**src/sv/assert_macros.svh**
```systemverilog
// ---------------------------------------------------------------------------
// Assertion macros
// Shared assertion helpers for the box search block.
// ---------------------------------------------------------------------------
`ifndef ASSERT_MACROS_SVH
`define ASSERT_MACROS_SVH
// Implication checked on every clock edge outside reset.
`define ASSERT_IMP(label, clk, rst, a, c) \
  label: assert property (@(posedge clk) disable iff (rst) (a) |-> (c)) \
    else $error("assertion failed");
// Next-cycle implication checked outside reset.
`define ASSERT_NEXT(label, clk, rst, a, c) \
  label: assert property (@(posedge clk) disable iff (rst) (a) |=> (c)) \
    else $error("assertion failed");
`endif

```
**src/sv/prbs_pkg.sv**
```systemverilog
`default_nettype none
// ---------------------------------------------------------------------------
// Box search package
// Types and constants shared by the controller and the datapath.
// ---------------------------------------------------------------------------
package prbs_pkg;
  localparam int CordicSteps = 16;
  localparam int CordicGain = 39797;
  localparam int UnitQ16 = 65536;
  localparam logic [0:0] OpWrite = 1'b0;
  localparam logic [0:0] OpQuery = 1'b1;

  typedef enum logic [2:0] {
    ST_IDLE, ST_CORDIC, ST_STORE, ST_SCAN, ST_DRAIN, ST_DONE
  } state_t;

  typedef struct packed {
    logic load;      // capture the item
    logic cordic;    // one CORDIC step
    logic store;     // write the tables
    logic issue;     // read one box entry
    logic finish;    // present the result
  } cmd_t;

  typedef struct packed {
    logic cordic_last;
    logic issue_last;
    logic found;
    logic pipe_empty;
    logic is_query;
    logic no_scan;
  } status_t;

  function automatic logic [23:0] arc_step(input logic [3:0] i);
    logic [23:0] r;
    unique case (i)
      4'd0: r = 24'd2097152;  4'd1: r = 24'd1238021;
      4'd2: r = 24'd654136;   4'd3: r = 24'd332050;
      4'd4: r = 24'd166669;   4'd5: r = 24'd83416;
      4'd6: r = 24'd41718;    4'd7: r = 24'd20860;
      4'd8: r = 24'd10430;    4'd9: r = 24'd5215;
      4'd10: r = 24'd2608;    4'd11: r = 24'd1304;
      4'd12: r = 24'd652;     4'd13: r = 24'd326;
      4'd14: r = 24'd163;     default: r = 24'd81;
    endcase
    return r;
  endfunction
endpackage
`default_nettype wire

```
**src/sv/prbs_ctrl.sv**
```systemverilog
`default_nettype none
// ---------------------------------------------------------------------------
// Box search controller
// Sequences writes through the CORDIC and queries through the scan.
// ---------------------------------------------------------------------------
module prbs_ctrl (
  input  wire logic            clk,
  input  wire logic            rst,
  input  wire logic            start,
  output logic                 busy,
  output prbs_pkg::cmd_t       cmd,
  input  wire prbs_pkg::status_t stat
);
  import prbs_pkg::*;
  `include "assert_macros.svh"

  state_t state, state_next;

  always_ff @(posedge clk) begin
    if (rst) state <= ST_IDLE;
    else state <= state_next;
  end

  always_comb begin
    state_next = state;
    unique case (state)
      ST_IDLE: begin
        if (start) state_next = ST_CORDIC;
      end
      ST_CORDIC: begin
        if (stat.is_query) state_next = stat.no_scan ? ST_DONE : ST_SCAN;
        else if (stat.cordic_last) state_next = ST_STORE;
      end
      ST_STORE: state_next = ST_IDLE;
      ST_SCAN: begin
        if (stat.found) state_next = ST_DONE;
        else if (stat.issue_last) state_next = ST_DRAIN;
      end
      ST_DRAIN: begin
        if (stat.found || stat.pipe_empty) state_next = ST_DONE;
      end
      ST_DONE: state_next = ST_IDLE;
      default: state_next = ST_IDLE;
    endcase
  end

  always_comb begin
    cmd = '0;
    busy = (state != ST_IDLE);
    unique case (state)
      ST_IDLE: cmd.load = start;
      ST_CORDIC: cmd.cordic = !stat.is_query;
      ST_STORE: cmd.store = 1'b1;
      ST_SCAN: cmd.issue = !stat.found;
      ST_DONE: cmd.finish = 1'b1;
      default: ;
    endcase
  end

  `ASSERT_NEXT(a_start_busy, clk, rst, start && !busy, busy)
  `ASSERT_IMP(a_finish_query, clk, rst, cmd.finish, stat.is_query)
  `ASSERT_IMP(a_store_write, clk, rst, cmd.store, !stat.is_query)
endmodule
`default_nettype wire

```
**config.mk**
```make
export PLATFORM = sky130hd
export DESIGN_NAME = prbs_ctrl
export DESIGN_NICKNAME = d
export VERILOG_FILES = /design/src/sv/prbs_pkg.sv /design/src/sv/prbs_ctrl.sv
export VERILOG_INCLUDE_DIRS = /design/src /design/src/sv
export SDC_FILE = /design/constraint.sdc
export NUM_CORES = 1
export LEC_CHECK = 0
export BUFFER_PORTS_ARGS = -buffer_cell sky130_fd_sc_hd__buf_2
export CAP_MARGIN = 25
export CORE_AREA = 5 5 42 44
export CTS_CLUSTER_SIZE = 20
export DETAILED_ROUTE_END_ITERATION = 12
export DIE_AREA = 0 0 47 49
export SLEW_MARGIN = 20
export SYNTH_ARGS = -nofsm -noshare
export SYNTH_HDL_FRONTEND = slang
export SYNTH_SLANG_ARGS = --single-unit
```
**constraint.sdc**
```tcl
create_clock -name clk -period 1.15 [get_ports clk]
set_clock_uncertainty 0.05 [all_clocks]
set_input_delay 0 -clock clk [delete_from_list [all_inputs] [get_ports clk]]
set_output_delay 0 -clock clk [all_outputs]
set_load 0.02 [all_outputs]
```
==> results.json <==
{
  "p_leak_nw": 0.262,
  "drt_wl_total_um": 813,
  "top_register": "state",
  "grt_max_degree": 7,
  "start_util": 0.220,
  "outcome": "complete, but fails checks",
  "hpwl_um": 636,
  "port_buffers": 14,
  "nFillCells": 161,
  "grt_pass1_wl_um": 1300,
  "top_regs": "state (3)",
  "num_io_pins": 15,
  "regArea_um2": 63.8,
  "die_width_um": 47,
  "whs_path_depth": 4,
  "ys_seq_area_frac": 0.195,
  "clk_pin_slew_ps": 40,
  "fin_ws_ps": -153,
  "rows": 14,
  "drv_slew": 0,
  "worstPathArrival_ps": 1250,
  "cts_sinks": 3,
  "critPathLaunchType": "flip-flop",
  "powerDensity_nw_per_um2": 1350,
  "first_iter_violations": 7,
  "hold_path_class": "in2reg",
  "max_cap_violations": 0,
  "violations": "setup timing",
  "viasPerCell": 4.37,
  "routedWlPerCell_um": 10.3,
  "cts-htree-levels": 1,
  "antenna_found_initial": 0,
  "syn-num-nets": 46,
  "cts_tree": "built",
  "numCtsBuffers": 3,
  "final_common_cell": "buf_4",
  "antenna_left": 0,
  "fin_hold_ws_ps": 41.1,
  "worstMarginPinSlew_ps": 259,
  "mostFrequentLayoutCells": "buf_4 (11), buf_2 (9)",
  "vdd_drop_max_v": 0.000572,
  "drive_above_1_share": 0.635,
  "antennaDiodeCount": 0,
  "max_freq_mhz": 768,
  "yosysWarningCount": 0,
  "tns_ps": -716,
  "finalCritPeriodShare": 1.13,
  "routabilityCongestion": 0.805,
  "drt_pass1_iterations": 2,
  "endpoint_kind": "output port",
  "cts-root-buf": "clkbuf_4",
  "r2r_cells": 5,
  "area_delta_synth_final_pct": 74.4,
  "clock_latency_ps": 230,
  "critical_path_class": "reg2out",
  "setup_violations": 8,
  "synthesis.instances": 37,
  "maxSlewHeadroom": 0.827,
  "worst_ep_required_time_ps": 1100,
  "die_h_um": 49,
  "ys_seq_elements": 3,
  "final_hold_viol_count": 0,
  "drc": 0,
  "worstPathMaxFanout": 4,
  "grt_pass1_vias": 340,
  "netlist_area_um2": 308,
  "overflow": 0,
  "yosysUniqueCellTypes": 21,
  "cts_max_path_buffers": 2,
  "vias": 345,
  "nets": 73,
  "coreArea_um2": 1400,
  "dieArea_um2": 2300,
  "gr-usage-all-layers": 0.0759,
  "rsz0062_at_grt": "true",
  "largest_reg_flops": 3,
  "synth.avg_cell_area_um2": 8.32,
  "fin_crit_ps": 1300,
  "multi_input_area_um2": 229
}
-- metrics by stage --
step	worst slack (ps)	instance area [um^2]	cells	utilization	power (mW)
2_1_floorplan	-156	317	37	-	0.366
3_3_place_gp	-83.2	420	70	0.300	0.453
3_5_place_dp	-135	420	70	0.300	0.456
4_1_cts	-187	505	77	0.361	0.698
5_1_grt	-196	537	79	0.383	0.773
6_report	-153	537	79	0.383	0.723
-- path summary, 6_finish.rpt --
kind | from | endpoint | slack, ps
setup / recovery | state[2] | cmd[4] | -150
hold / removal | stat[4] | state[1] | 40
setup reg to reg | state[1] | state[2] | -130
hold reg to reg | state[1] | state[2] | 580
-- cell families (layout without fill, tap and decap cells) --
kind of cell           Yosys count  in the layout  share of synthesized area
AOI/OAI and AO/OA               11             11                      0.301
buffers and inverters            7             33                      0.150
DFF                              3              3                      0.195
and+or+nand+nor                 16             16                      0.354
-- worst max-delay path, stage by stage, from the launching register on --
cell and delay (ps):
dfxtp_2 320, buf_6 110, or3_4 380, nor2_4 90, buf_6 120
-- area by class of cell --
cell class	instances	share of cell area
multi-input cells	27	0.427
repair buffers	25	0.340
flip-flops and latches	3	0.119
clock buffers	4	0.0490
well taps	16	0.0373
inverters	4	0.0280
-- layer usage --
layer,share of wire,GRT usage
met5,0,0
met1,0.50,0.105
met3,0.059,0.00369
met4,0,0.0691
met2,0.44,0.0995
-- synthesized netlist by cell type --
cell type / instances / area (um^2)
nor2_1: 5 / 18.8
a21oi_2: 1 / 8.76
o21ai_0: 1 / 5.00
nor4b_4: 1 / 23.8
o21ai_2: 1 / 8.76
a221oi_1: 1 / 8.76
buf_2: 1 / 5.00
a22oi_4: 1 / 21.3
buf_8: 1 / 15.0
buf_6: 1 / 11.3
nand2_1: 4 / 15.0
or3_2: 1 / 7.51
nand2b_1: 2 / 12.5
nor3b_1: 2 / 15.0
a41oi_1: 1 / 8.76
and4bb_4: 1 / 16.3
a311oi_1: 1 / 8.76
inv_1: 4 / 15.0
a21oi_1: 3 / 15.0
dfxtp_1: 3 / 60.1
a211oi_1: 1 / 7.51
-- what timing repair did --
action                     CTS  global route
hold endpoints to repair     1             0
pin swaps                    3             2
gates resized for setup     11             4
gates cloned                 0             0
setup buffers                2             2
hold buffers                 1             0
setup endpoints to repair    8             8
-- where the power goes --
part	internal (mW)	leakage (nW)	total, mW	switching [mW]
clock	0.130	0.0150	0.182	0.0525
sequential	0.126	0.0258	0.146	0.0202
combinational	0.211	0.221	0.395	0.183
total	0.467	0.262	0.723	0.256
(Power assumes the default switching activity.)
